**config.mk**
```make
export PLATFORM = sky130hd
export DESIGN_NAME = record_exchange_sort_by_year_flat
export DESIGN_NICKNAME = d
export VERILOG_FILES = /design/src/rtl/core/rxs_pkg.sv /design/src/rtl/core/rxs_in_if.sv /design/src/rtl/core/rxs_out_if.sv /design/src/rtl/core/rxs_cfg_if.sv /design/src/rtl/core/rxs_ram.sv /design/src/rtl/core/rxs_datapath.sv /design/src/rtl/core/rxs_ctrl.sv /design/src/rtl/core/record_exchange_sort_by_year.sv /design/src/flat_wrapper.sv
export SDC_FILE = /design/constraint.sdc
export NUM_CORES = 2
export LEC_CHECK = 0
export ABC_CLOCK_PERIOD_IN_PS = 13270
export CORE_ASPECT_RATIO = 0.6
export CORE_MARGIN = 3
export CORE_UTILIZATION = 35
export CTS_CLUSTER_SIZE = 30
export DETAILED_ROUTE_END_ITERATION = 10
export DONT_BUFFER_PORTS = 1
export GPL_ROUTABILITY_DRIVEN = 1
export PLACE_DENSITY = 0.58
export SLEW_MARGIN = 20
export SYNTH_ARGS = -nofsm -noshare
export SYNTH_HDL_FRONTEND = slang
export SYNTH_SLANG_ARGS = --single-unit
```
**constraint.sdc**
```tcl
create_clock -name clk -period 13.27 [get_ports clk]
set_clock_uncertainty 0.1 [all_clocks]
set_input_delay 0 -clock clk [delete_from_list [all_inputs] [get_ports clk]]
set_output_delay 0 -clock clk [all_outputs]
set_load 0.01 [all_outputs]
```
**src/rtl/core/rxs_pkg.sv**
```systemverilog
package rxs_pkg;

  localparam int MAX_RECORDS = 64;
  localparam int STORE_DEPTH = 64;
  localparam int ADDR_W      = $clog2(STORE_DEPTH);
  localparam int CNT_W       = $clog2(STORE_DEPTH + 1);

  localparam int TAG_W  = 6;
  localparam int YEAR_W = 12;

  localparam int CFG_IDX_W  = 1;
  localparam int CFG_DATA_W = YEAR_W;

  localparam logic [CFG_IDX_W-1:0] REG_REFERENCE_YEAR = 1'd0;
  localparam logic [CFG_IDX_W-1:0] REG_MIN_YEARS      = 1'd1;

  localparam logic [YEAR_W-1:0] REFERENCE_YEAR_RST = 12'd2025;
  localparam logic [YEAR_W-1:0] MIN_YEARS_RST      = 12'd20;

  typedef struct packed {
    logic [TAG_W-1:0]  tag;
    logic [YEAR_W-1:0] birth;
    logic [YEAR_W-1:0] join_yr;
  } rec_t;

  localparam int REC_W = $bits(rec_t);

  // controller -> datapath
  typedef struct packed {
    logic              wr_en;
    logic              wr_from_in;
    logic [ADDR_W-1:0] wr_addr;
    logic [ADDR_W-1:0] rd_addr;
    logic              ld_cur;
    logic              swap;
    logic              emit;
    logic              emit_last;
  } cmd_t;

  // datapath -> controller
  typedef struct packed {
    logic lt;
    logic out_free;
  } sts_t;

endpackage

```
**src/rtl/core/rxs_in_if.sv**
```systemverilog
interface rxs_in_if;
  logic                         valid;
  logic                         ready;
  logic [rxs_pkg::TAG_W-1:0]    record_tag;
  logic [rxs_pkg::YEAR_W-1:0]   birth_year;
  logic [rxs_pkg::YEAR_W-1:0]   join_year;
  logic                         last_record;

  modport source (output valid, record_tag, birth_year, join_year, last_record,
                  input ready);
  modport sink (input valid, record_tag, birth_year, join_year, last_record,
                output ready);
endinterface

```
**src/rtl/core/rxs_out_if.sv**
```systemverilog
interface rxs_out_if;
  logic                         valid;
  logic                         ready;
  logic [rxs_pkg::TAG_W-1:0]    out_tag;
  logic [rxs_pkg::YEAR_W-1:0]   out_birth_year;
  logic [rxs_pkg::YEAR_W-1:0]   out_join_year;
  logic                         long_member;
  logic                         last_out;

  modport source (output valid, out_tag, out_birth_year, out_join_year, long_member,
                  last_out, input ready);
  modport sink (input valid, out_tag, out_birth_year, out_join_year, long_member,
                last_out, output ready);
endinterface

```
**src/rtl/core/rxs_cfg_if.sv**
```systemverilog
interface rxs_cfg_if;
  logic                             valid;
  logic                             ready;
  logic [rxs_pkg::CFG_IDX_W-1:0]    index;
  logic [rxs_pkg::CFG_DATA_W-1:0]   data;

  modport source (output valid, index, data, input ready);
  modport sink (input valid, index, data, output ready);
endinterface

```
**src/rtl/core/rxs_ram.sv**
```systemverilog
module rxs_ram #(
  parameter int WIDTH = 8,
  parameter int DEPTH = 16
) (
  input  logic                     clk,
  input  logic                     wr_en,
  input  logic [$clog2(DEPTH)-1:0] wr_addr,
  input  logic [WIDTH-1:0]         wr_data,
  input  logic [$clog2(DEPTH)-1:0] rd_addr,
  output logic [WIDTH-1:0]         rd_data
);

  logic [WIDTH-1:0] mem [DEPTH];

  always_ff @(posedge clk) begin
    if (wr_en) begin
      mem[wr_addr] <= wr_data;
    end
    rd_data <= mem[rd_addr];
  end

endmodule

```
**src/rtl/core/rxs_datapath.sv**
```systemverilog
module rxs_datapath (
  input  logic             clk,
  input  logic             rst_n,
  input  rxs_pkg::rec_t    in_rec,
  input  rxs_pkg::cmd_t    cmd,
  output rxs_pkg::sts_t    sts,
  rxs_cfg_if.sink          cfg_ch,
  rxs_out_if.source        out_ch
);

  rxs_pkg::rec_t                 rd_rec;
  rxs_pkg::rec_t                 wr_rec;
  rxs_pkg::rec_t                 cur_r, cur_nxt;
  rxs_pkg::rec_t                 out_rec_r, out_rec_nxt;
  logic                          out_valid_r, out_valid_nxt;
  logic                          out_long_r, out_long_nxt;
  logic                          out_last_r, out_last_nxt;
  logic [rxs_pkg::YEAR_W-1:0]    ref_year_r, ref_year_nxt;
  logic [rxs_pkg::YEAR_W-1:0]    min_years_r, min_years_nxt;
  logic signed [rxs_pkg::YEAR_W:0] diff;
  logic                          long_flag;

  assign wr_rec = cmd.wr_from_in ? in_rec : cur_r;

  rxs_ram #(
    .WIDTH (rxs_pkg::REC_W),
    .DEPTH (rxs_pkg::STORE_DEPTH)
  ) u_store (
    .clk     (clk),
    .wr_en   (cmd.wr_en),
    .wr_addr (cmd.wr_addr),
    .wr_data (wr_rec),
    .rd_addr (cmd.rd_addr),
    .rd_data (rd_rec)
  );

  // duration is signed: a join year after the reference year never flags
  assign diff = $signed({1'b0, ref_year_r}) - $signed({1'b0, cur_r.join_yr});
  assign long_flag = (diff >= $signed({1'b0, min_years_r}));

  assign sts.lt       = (rd_rec.join_yr < cur_r.join_yr);
  assign sts.out_free = !out_valid_r || out_ch.ready;

  assign cfg_ch.ready = 1'b1;

  always_comb begin
    cur_nxt       = cur_r;
    out_rec_nxt   = out_rec_r;
    out_long_nxt  = out_long_r;
    out_last_nxt  = out_last_r;
    out_valid_nxt = out_valid_r;
    ref_year_nxt  = ref_year_r;
    min_years_nxt = min_years_r;

    if (cmd.ld_cur || cmd.swap) begin
      cur_nxt = rd_rec;
    end

    if (cmd.emit) begin
      out_valid_nxt = 1'b1;
      out_rec_nxt   = cur_r;
      out_long_nxt  = long_flag;
      out_last_nxt  = cmd.emit_last;
    end else if (out_ch.ready) begin
      out_valid_nxt = 1'b0;
    end

    if (cfg_ch.valid) begin
      unique case (cfg_ch.index)
        rxs_pkg::REG_REFERENCE_YEAR: ref_year_nxt  = cfg_ch.data;
        rxs_pkg::REG_MIN_YEARS:      min_years_nxt = cfg_ch.data;
        default: ;
      endcase
    end
  end

  always_ff @(posedge clk) begin
    if (!rst_n) begin
      out_valid_r <= 1'b0;
      ref_year_r  <= rxs_pkg::REFERENCE_YEAR_RST;
      min_years_r <= rxs_pkg::MIN_YEARS_RST;
    end else begin
      out_valid_r <= out_valid_nxt;
      ref_year_r  <= ref_year_nxt;
      min_years_r <= min_years_nxt;
    end
  end

  always_ff @(posedge clk) begin
    cur_r      <= cur_nxt;
    out_rec_r  <= out_rec_nxt;
    out_long_r <= out_long_nxt;
    out_last_r <= out_last_nxt;
  end

  assign out_ch.valid          = out_valid_r;
  assign out_ch.out_tag        = out_rec_r.tag;
  assign out_ch.out_birth_year = out_rec_r.birth;
  assign out_ch.out_join_year  = out_rec_r.join_yr;
  assign out_ch.long_member    = out_long_r;
  assign out_ch.last_out       = out_last_r;

endmodule

```
**src/rtl/core/rxs_ctrl.sv**
```systemverilog
module rxs_ctrl (
  input  logic          clk,
  input  logic          rst_n,
  input  logic          in_valid,
  input  logic          in_last,
  output logic          in_ready,
  input  rxs_pkg::sts_t sts,
  output rxs_pkg::cmd_t cmd
);

  typedef enum logic [5:0] {
    S_LOAD = 6'b000001,
    S_RDI  = 6'b000010,
    S_LDI  = 6'b000100,
    S_RDJ  = 6'b001000,
    S_CMP  = 6'b010000,
    S_EMIT = 6'b100000
  } state_t;

  state_t                      state_r, state_nxt;
  logic [rxs_pkg::ADDR_W-1:0]  i_r, i_nxt;
  logic [rxs_pkg::CNT_W-1:0]   j_r, j_nxt;
  logic [rxs_pkg::CNT_W-1:0]   cnt_r, cnt_nxt;
  logic [rxs_pkg::CNT_W-1:0]   i_ext;
  logic [rxs_pkg::CNT_W-1:0]   j_inc;

  assign i_ext = {1'b0, i_r};
  assign j_inc = j_r + 1'b1;

  always_comb begin
    state_nxt = state_r;
    i_nxt     = i_r;
    j_nxt     = j_r;
    cnt_nxt   = cnt_r;
    cmd       = '0;
    in_ready  = 1'b0;

    unique case (state_r)
      S_LOAD: begin
        in_ready = 1'b1;
        if (in_valid) begin
          // a record arriving at a full store is dropped
          if (cnt_r < rxs_pkg::CNT_W'(rxs_pkg::MAX_RECORDS)) begin
            cmd.wr_en      = 1'b1;
            cmd.wr_from_in = 1'b1;
            cmd.wr_addr    = cnt_r[rxs_pkg::ADDR_W-1:0];
            cnt_nxt        = cnt_r + 1'b1;
          end
          if (in_last) begin
            i_nxt     = '0;
            state_nxt = S_RDI;
          end
        end
      end
      S_RDI: begin
        cmd.rd_addr = i_r;
        state_nxt   = S_LDI;
      end
      S_LDI: begin
        cmd.ld_cur = 1'b1;
        j_nxt      = i_ext + 1'b1;
        state_nxt  = ((i_ext + 1'b1) < cnt_r) ? S_RDJ : S_EMIT;
      end
      S_RDJ: begin
        cmd.rd_addr = j_r[rxs_pkg::ADDR_W-1:0];
        state_nxt   = S_CMP;
      end
      S_CMP: begin
        // held record goes to slot j, the smaller one becomes the candidate
        if (sts.lt) begin
          cmd.swap    = 1'b1;
          cmd.wr_en   = 1'b1;
          cmd.wr_addr = j_r[rxs_pkg::ADDR_W-1:0];
        end
        j_nxt     = j_inc;
        state_nxt = (j_inc < cnt_r) ? S_RDJ : S_EMIT;
      end
      S_EMIT: begin
        if (sts.out_free) begin
          cmd.emit      = 1'b1;
          cmd.emit_last = ((i_ext + 1'b1) == cnt_r);
          if (cmd.emit_last) begin
            cnt_nxt   = '0;
            state_nxt = S_LOAD;
          end else begin
            i_nxt     = i_r + 1'b1;
            state_nxt = S_RDI;
          end
        end
      end
      default: state_nxt = S_LOAD;
    endcase
  end

  always_ff @(posedge clk) begin
    if (!rst_n) begin
      state_r <= S_LOAD;
      i_r     <= '0;
      j_r     <= '0;
      cnt_r   <= '0;
    end else begin
      state_r <= state_nxt;
      i_r     <= i_nxt;
      j_r     <= j_nxt;
      cnt_r   <= cnt_nxt;
    end
  end

endmodule

```
**src/rtl/core/record_exchange_sort_by_year.sv**
```systemverilog
// Load: one record per cycle, no result until the last record of a set.
// Sort and output for n records: outer pass i reads record i as the candidate,
// compares it with records i+1 to n-1 on the one-read, one-write record store, then hands record i
// to the output register once that register is free.
// Reset (rst_n low, synchronous): empty store, loading, registers 2025 and 20;
// store contents are not cleared.
module record_exchange_sort_by_year (
  input  logic      clk,
  input  logic      rst_n,
  rxs_in_if.sink    in_ch,
  rxs_out_if.source out_ch,
  rxs_cfg_if.sink   cfg_ch
);

  rxs_pkg::rec_t in_rec;
  rxs_pkg::cmd_t cmd;
  rxs_pkg::sts_t sts;
  logic          in_ready;

  assign in_rec.tag     = in_ch.record_tag;
  assign in_rec.birth   = in_ch.birth_year;
  assign in_rec.join_yr = in_ch.join_year;
  assign in_ch.ready    = in_ready;

  rxs_ctrl u_ctrl (
    .clk      (clk),
    .rst_n    (rst_n),
    .in_valid (in_ch.valid),
    .in_last  (in_ch.last_record),
    .in_ready (in_ready),
    .sts      (sts),
    .cmd      (cmd)
  );

  rxs_datapath u_dp (
    .clk    (clk),
    .rst_n  (rst_n),
    .in_rec (in_rec),
    .cmd    (cmd),
    .sts    (sts),
    .cfg_ch (cfg_ch),
    .out_ch (out_ch)
  );

  a_load_on_accept: assert property (@(posedge clk) disable iff (!rst_n)
    (cmd.wr_en && cmd.wr_from_in) |-> (in_ch.valid && in_ch.ready))
    else $error("store loaded without an input transaction");

  a_emit_free: assert property (@(posedge clk) disable iff (!rst_n)
    cmd.emit |-> sts.out_free)
    else $error("result overwritten before it was taken");

  a_swap_write: assert property (@(posedge clk) disable iff (!rst_n)
    cmd.swap |-> (sts.lt && cmd.wr_en && !cmd.wr_from_in))
    else $error("swap without a smaller key or without write-back");

  a_last_reload: assert property (@(posedge clk) disable iff (!rst_n)
    (cmd.emit && cmd.emit_last) |=> in_ch.ready)
    else $error("not loading after the final result");

endmodule
```
**src/flat_wrapper.sv**
```systemverilog
// flat-port wrapper written by rule: the top's interface ports become plain ports
module record_exchange_sort_by_year_flat 
  (clk, rst_n, in_ch_valid, in_ch_record_tag, in_ch_birth_year, in_ch_join_year, in_ch_last_record, in_ch_ready, out_ch_valid, out_ch_out_tag, out_ch_out_birth_year, out_ch_out_join_year, out_ch_long_member, out_ch_last_out, out_ch_ready, cfg_ch_valid, cfg_ch_index, cfg_ch_data, cfg_ch_ready);
  rxs_in_if in_ch_i ();
  rxs_out_if out_ch_i ();
  rxs_cfg_if cfg_ch_i ();
  input  logic clk;
  input  logic rst_n;
  input wire logic [$bits(in_ch_i.valid)-1:0] in_ch_valid;
  input wire logic [$bits(in_ch_i.record_tag)-1:0] in_ch_record_tag;
  input wire logic [$bits(in_ch_i.birth_year)-1:0] in_ch_birth_year;
  input wire logic [$bits(in_ch_i.join_year)-1:0] in_ch_join_year;
  input wire logic [$bits(in_ch_i.last_record)-1:0] in_ch_last_record;
  output wire logic [$bits(in_ch_i.ready)-1:0] in_ch_ready;
  output wire logic [$bits(out_ch_i.valid)-1:0] out_ch_valid;
  output wire logic [$bits(out_ch_i.out_tag)-1:0] out_ch_out_tag;
  output wire logic [$bits(out_ch_i.out_birth_year)-1:0] out_ch_out_birth_year;
  output wire logic [$bits(out_ch_i.out_join_year)-1:0] out_ch_out_join_year;
  output wire logic [$bits(out_ch_i.long_member)-1:0] out_ch_long_member;
  output wire logic [$bits(out_ch_i.last_out)-1:0] out_ch_last_out;
  input wire logic [$bits(out_ch_i.ready)-1:0] out_ch_ready;
  input wire logic [$bits(cfg_ch_i.valid)-1:0] cfg_ch_valid;
  input wire logic [$bits(cfg_ch_i.index)-1:0] cfg_ch_index;
  input wire logic [$bits(cfg_ch_i.data)-1:0] cfg_ch_data;
  output wire logic [$bits(cfg_ch_i.ready)-1:0] cfg_ch_ready;
  assign in_ch_i.valid = in_ch_valid;
  assign in_ch_i.record_tag = in_ch_record_tag;
  assign in_ch_i.birth_year = in_ch_birth_year;
  assign in_ch_i.join_year = in_ch_join_year;
  assign in_ch_i.last_record = in_ch_last_record;
  assign in_ch_ready = in_ch_i.ready;
  assign out_ch_valid = out_ch_i.valid;
  assign out_ch_out_tag = out_ch_i.out_tag;
  assign out_ch_out_birth_year = out_ch_i.out_birth_year;
  assign out_ch_out_join_year = out_ch_i.out_join_year;
  assign out_ch_long_member = out_ch_i.long_member;
  assign out_ch_last_out = out_ch_i.last_out;
  assign out_ch_i.ready = out_ch_ready;
  assign cfg_ch_i.valid = cfg_ch_valid;
  assign cfg_ch_i.index = cfg_ch_index;
  assign cfg_ch_i.data = cfg_ch_data;
  assign cfg_ch_ready = cfg_ch_i.ready;
  record_exchange_sort_by_year u_core (.clk(clk), .rst_n(rst_n), .in_ch(in_ch_i), .out_ch(out_ch_i), .cfg_ch(cfg_ch_i));
endmodule
```
== Word-level counts from Yosys, hierarchy flattened ==
Memories as Yosys holds them, arrays and structs flattened. A register that Yosys moved wholly into a read port is not among the register bits.
Index checks and enable logic that the tools add are counted.

* Bits in registers: 113
* RAM bits: 1,920
* Input bits: 49
* Output and inout bits: 35
* Logic and storage cells: 88
* Memories kept: 1

* Add/sub/neg operators: 5
* $lt $le $gt $ge: 5
* Eq/ne operators: 13
* Multiplexer cells: 36
* Bitwise operators: 1
* Reduce and logical (&&, ||, !) cells: 12

{| class="wikitable"
|+ Memory list
! name !! depth !! bits a word !! read ports !! clocked after memory_dff !! write ports !! line !! RTL
|-
| u_core.u_dp.u_store.mem || 64 || 30 || 1 || 1 || 1 || rxs_ram.sv:13 || <nowiki>logic [WIDTH-1:0] mem [DEPTH];</nowiki>
|}

{| class="wikitable"
|+ Operator list
! cell !! number
|-
| $mux W6 || 10
|-
| $pmux W6 S2 || 3
|-
| $pmux W6 S6 || 1
|-
| $mux W30 || 1
|-
| $mux W7 || 4
|-
| $pmux W7 S2 || 2
|-
| $mux W8 || 2
|-
| $add A7 B1 Y7 const B || 2
|-
| $lt A7 B7 Y1 || 2
|-
| $ge A13 B13 Y1 || 1
|-
| $sub A12 B12 Y13 || 1
|-
| $lt A12 B12 Y1 || 1
|-
| $ne A2 B2 Y1 const B || 5
|-
| $reduce_and A5 Y1 || 2
|-
| $mux W1 || 9
|-
| $add A6 B1 Y7 const B || 1
|-
| $eq A7 B7 Y1 || 1
|-
| $lt A7 B7 Y1 const B || 1
|-
| $add A6 B1 Y6 const B || 1
|-
| $eq A6 B1 Y1 const B || 1
|-
| $eq A6 B2 Y1 const B || 1
|-
| $eq A6 B3 Y1 const B || 1
|-
| $eq A6 B4 Y1 const B || 1
|-
| $eq A6 B5 Y1 const B || 1
|-
| other kinds (10) || 17
|}

== Depth between registers and ports, before layout ==
* Depth in word-level cells: 6
* Gate-level depth with buffers: 16
* Depth with buffers taken out: 16

== Cells and area by module ==
Synthesis repeated with hierarchy kept, for this count alone.

* Cells, all modules: 3,903
* Area total of the unflattened synthesis: 80,119.3 um^2

{| class="wikitable"
|+ By module, submodules not included
! module !! instances !! cells each !! area an instance (um^2) !! sequential area each (um^2)
|-
| rxs_ram || 1 || 3,309 || 73,968.4 || 58,255.9
|-
| rxs_datapath || 1 || 360 || 4,179.0 || 2,362.3
|-
| rxs_ctrl || 1 || 234 || 1,971.9 || 520.5
|}

== Worst setup path before layout ==
OpenSTA, ideal clock, no wires.

* Path kind: register -> register
* From: register u_core.u_ctrl.state_r[5]
* To: memory u_core.u_dp.u_store.mem[59][0] (netlist name) (enable)
* Setup time: 493 ps
* Data arrival time: 5,156 ps
* Data required time: 12,677 ps
* Setup slack: 7,521 ps
* Stages on the path, launching flop included: 9
* Buffers on the path: 2
* Period minus slack after synthesis: 5,749 ps
* Path through: dfxtp_1 > or4_4 > or3_1 > a221o_1 > a21oi_2 > buf_4 > a22oi_2 > buf_6 > nor4_1

* Cells in the longest elaborated chain, start to end: 4
* Elaborated cells between the ends (all ways): 6
* Classes of those cells: 2 x eq/ne; 4 x mux

{| class="wikitable"
|+ RTL lines
! item !! line !! RTL
|-
| from (decl) || rxs_ctrl.sv:20 || <nowiki>state_t state_r, state_nxt;</nowiki>
|-
| from (signal assigned) || rxs_ctrl.sv:102 || <nowiki>state_r <= state_nxt;</nowiki>
|-
| $eq A6 B5 Y1 or $eq A6 B1 Y1 (tied branches) || rxs_ctrl.sv:38 || <nowiki>unique case (state_r)</nowiki>
|-
| $pmux W1 S2 || rxs_ctrl.sv:38 ||
|-
| $mux W1 || rxs_ram.sv:16 || <nowiki>if (wr_en) begin</nowiki>
|-
| $mux W1 (implied by the code) || rxs_ram.sv:17 || <nowiki>mem[wr_addr] <= wr_data;</nowiki>
|-
| to (decl) || rxs_ram.sv:13 ||
|}

Parallel ways exist; a longest one is shown, timed or not.

== Worst setup path after layout ==
* From: register u_core.u_ctrl.state_r[5]
* To: register u_core.u_dp.u_store.rd_data[9], read port of u_core.u_dp.u_store.mem

* Cells in the longest elaborated chain, start to end: 2
* Elaborated cells between the ends (all ways): 3
* Classes of those cells: 2 x eq/ne; 1 x mux

{| class="wikitable"
|+ RTL lines
! item !! line !! RTL
|-
| $eq A6 B4 Y1 or $eq A6 B2 Y1 (tied branches) || rxs_ctrl.sv:38 ||
|-
| $pmux W6 S2 (*) || rxs_ctrl.sv:38 ||
|-
| to (decl) || rxs_ram.sv:10 || <nowiki>output logic [WIDTH-1:0] rd_data</nowiki>
|}

Mark *: on every way between the ends. The rest lies on a longest branch, timed or not.
A chain may end at the register's enable or synchronous reset.

==> results.md <==
* Max VDD drop at around 130 uV
* CP startpoint kind: flip-flop
* Hold path startpoint: in_ch_birth_year[5]
* Library cells used by synthesis at approximately 80
* Vias in the first global route at between 40k and 50k
* Site row count at 135
* Top post-synthesis cells by area: edfxtp_1 74%, nand2_1 5.9%, mux2i_1 4.9%, a32oi_1 4.3%, dfxtp_1 2.0%
* Io pins at 84
* Area of the multi-input gates at between 15000 and 20000 um^2
* WL/cell at about 29 um
* Total of max-cap violations at 0
* Critical path startpoint: u_core.u_ctrl.state_r[5]
* Slew headroom at 15.9%
* Post-layout util at about two fifths
* Layout fillers at 20.5k
* Clk slew on worst S/H paths at 0.07 ns
* Total setup buffers inserted after CTS at 0
* Initial Util at between 30% and 40%
* Synth Flop Type: edfxtp_1
* Asr flop ratio synth at 0%
* CP Max Fanout at 83
* Sequential Area at slightly above 60000 um^2
* Slew Limit Fails at 0
* Final Cell Area at 91800 um^2
* Via density at 5.80
* Initial antenna violation count at 26
* Routed WL at around 260000 um
* Status: complete, no violations
* Final TNS setup at 0 ns
* Placed cell areas at about 85000 um^2
* Lkg Pwr at roughly 32 nW
* Syn Nets at about 5.5k
* Fmax at between 0.15 and 0.2 GHz
* IO buf count at 0
* Final setup viols at 0
* HP Class: primary input to flip-flop
* Maximum clock insertion buffer count at 4
* Cts-stage hold buffer count at 82
* Sequential area share after synthesis at between 70% and 80%
* Area grow syn2layout at 13.7%
* Post-Syn Area at 80700 um^2
* Total GRT Usage at 20.9%
* Die Width at approximately 630 um
* EDFF count, synth at about 2.0k
* Post_cts resized at 0
* H-tree levels at 4
* HPWL after detailed placement at between 100000 and 150000 um
* Largest net degree at the start of global routing at between 100 and 150
* Synth Register Bits at 2063
* Layout cells sized above 1 at between 10% and 20%
* ANT nets after route at 0
* DR DRC count at 0
* Minimum clock period at between 5 and 6 ns
* Average size of a mapped cell at roughly 15 um^2
* Gr ovfl total at 0
* Worst-Skew Late Latency at 0.84 ns
* Hold_ws at about 0.074 ns
* Slew @ Worst Pin at around 1.3 ns
* Tcrit/Tclk final at around 43%
* Cell Pwr Density at ~160 nW/um^2
* Root buffer cell: clkbuf_16
* R2r startpoint: u_core.u_ctrl.state_r[5]
* Sink Count at 2063
* Die ar. at ~240000 um^2
* First DRT Iteration DRCs at 7552
* Most common cell in the synthesized netlist: edfxtp_1
* Crit path kind: flip-flop to flip-flop
* Via count at approximately 50k
* Unrepaired setup endpoints after global routing: no
* Worst endpoint required time at approximately 14 ns
* Nets@finish at between 5k and 6k
* Core area at ~230000 um^2
* CTS tree: yes
* Synth top area share at roughly three quarters
* Crit. End Element: flip-flop
* Syn Inst Count at approximately 5.4k
* Critical path arrival at about 6.3 ns
* Die height at 378 um
* DRT Pass-1 Iters at 5
* First-pass GRT wire length at about 360000 um
* Yosys top cell by area: edfxtp_1
* Hold Fails Final Rpt at 0
* CTS buffer count at 178
* Top post-synthesis cells by count: 1982 x edfxtp_1, 1268 x nand2_1, 398 x a32oi_1, 396 x mux2i_1, 222 x clkbuf_1
* Yosys Warn Count at 0
* GPL Wtd Cong at approximately 0.90
## registers in the layout (all words and copies together) (netlist names)
name,cells
u_core.u_dp.out_ch.out_tag,6
u_core.u_dp.u_store.mem,1920
u_core.u_dp.out_ch.out_join_year,12
u_core.u_dp.ref_year_r,12
u_core.u_ctrl.i_r,6
u_core.u_dp.cur_r,30
u_core.u_ctrl.j_r,7
u_core.u_dp.min_years_r,12
u_core.u_ctrl.cnt_r,7
u_core.u_dp.out_ch.out_birth_year,12
u_core.u_ctrl.state_r,6
u_core.u_dp.out_ch.last_out,1
u_core.u_dp.out_ch.valid,1
u_core.u_dp.out_ch.long_member,1
u_core.u_dp.u_store.rd_data,30
## stage by stage
stage,power (mW),instances,worst slack (ns)
floorplan,8.48,5387,7.52
global placement,9.14,8225,7.75
detailed placement,9.18,8228,7.81
CTS,14.3,8624,7.81
global route,14.7,8627,7.56
finish,14.3,8645,7.57
## final timing paths
check,endpoint,depth (start not counted),slack (ns)
setup / recovery,u_core.u_dp.u_store.rd_data[9],10,7.57
hold / removal,u_core.u_dp.u_store.mem[54][17],2,0.07
setup reg to reg,u_core.u_dp.u_store.rd_data[9],10,7.57
hold reg to reg,u_core.u_dp.out_ch.out_join_year[5],0,0.35
## worst max-delay path: stages (launching register included)
cell     delay [ns]
dfxtp_1        0.40
nor4_2         1.00
nand3_1        0.43
o21ai_4        0.56
buf_4          0.38
buf_12         0.50
buf_4          0.74
a32oi_1        0.12
and3_1         0.22
a31oi_1        0.68
nand4_1        0.20
## cell families (layout without fill, tap and decap cells)
family / after synthesis / in the layout / share of synthesized area, %
DFF: 2063 / 2063 / 75.8
and+or+nand+nor: 1762 / 1762 / 9.45
AOI/OAI and AO/OA: 712 / 712 / 6.90
muxes: 396 / 396 / 4.91
buffers and inverters: 378 / 603 / 1.91
adders and majority gates: 52 / 52 / 0.815
xor gates and xnor gates: 23 / 23 / 0.250
other: 1 / 20 / 0.00465
## metal layers
layer,GRT usage (%),routed length (um)
met1,32.5,114000
met2,28.5,104000
met3,6.45,32800
met4,3.62,4310
met5,0,27
## cell type report
type	instances	share of cell area [%]
Sequential cell	2063	66.6
Timing Repair Buffer	251	2.41
Antenna cell	19	0.0518
Tap cell	3014	4.11
Clock inverter	84	0.845
Inverter	38	0.155
Multi-Input combinational cell	2946	20.6
Clock buffer	230	5.26
## power by group
| group | internal (mW) | leakage, nW | switching, mW |
|---|---|---|---|
| logic | 0.199 | 10.9 | 1.02 |
| registers | 7.75 | 18.6 | 0.126 |
| clock network | 2.84 | 2.74 | 2.36 |
## cells in the final DEF (no fill, tap or decap), types with 12 or more instances in the layout
cell	synthesis	routed
clkinv_2	0	31
inv_1	38	37
nor3_2	14	26
nand3_1	141	141
nand4_1	59	59
clkbuf_1	222	38
a31oi_1	168	153
o21ai_0	32	21
nor4_2	6	13
edfxtp_1	1982	1982
nor2_1	48	37
mux2i_1	396	396
diode_2	0	19
a31oi_2	0	15
ha_1	51	51
buf_4	3	157
clkinv_1	0	27
xnor2_1	18	18
o21ai_4	0	12
nand2_1	1268	1248
a21oi_1	39	38
a32oi_1	398	395
dfxtp_1	81	81
and3_1	121	120
nor3_1	41	15
bufinv_16	0	14
clkbuf_16	0	181
dlygate4sd3_1	0	82
nand2_2	1	15
nor3_4	0	14
No activity file was read; power rests on OpenSTA's default activity.
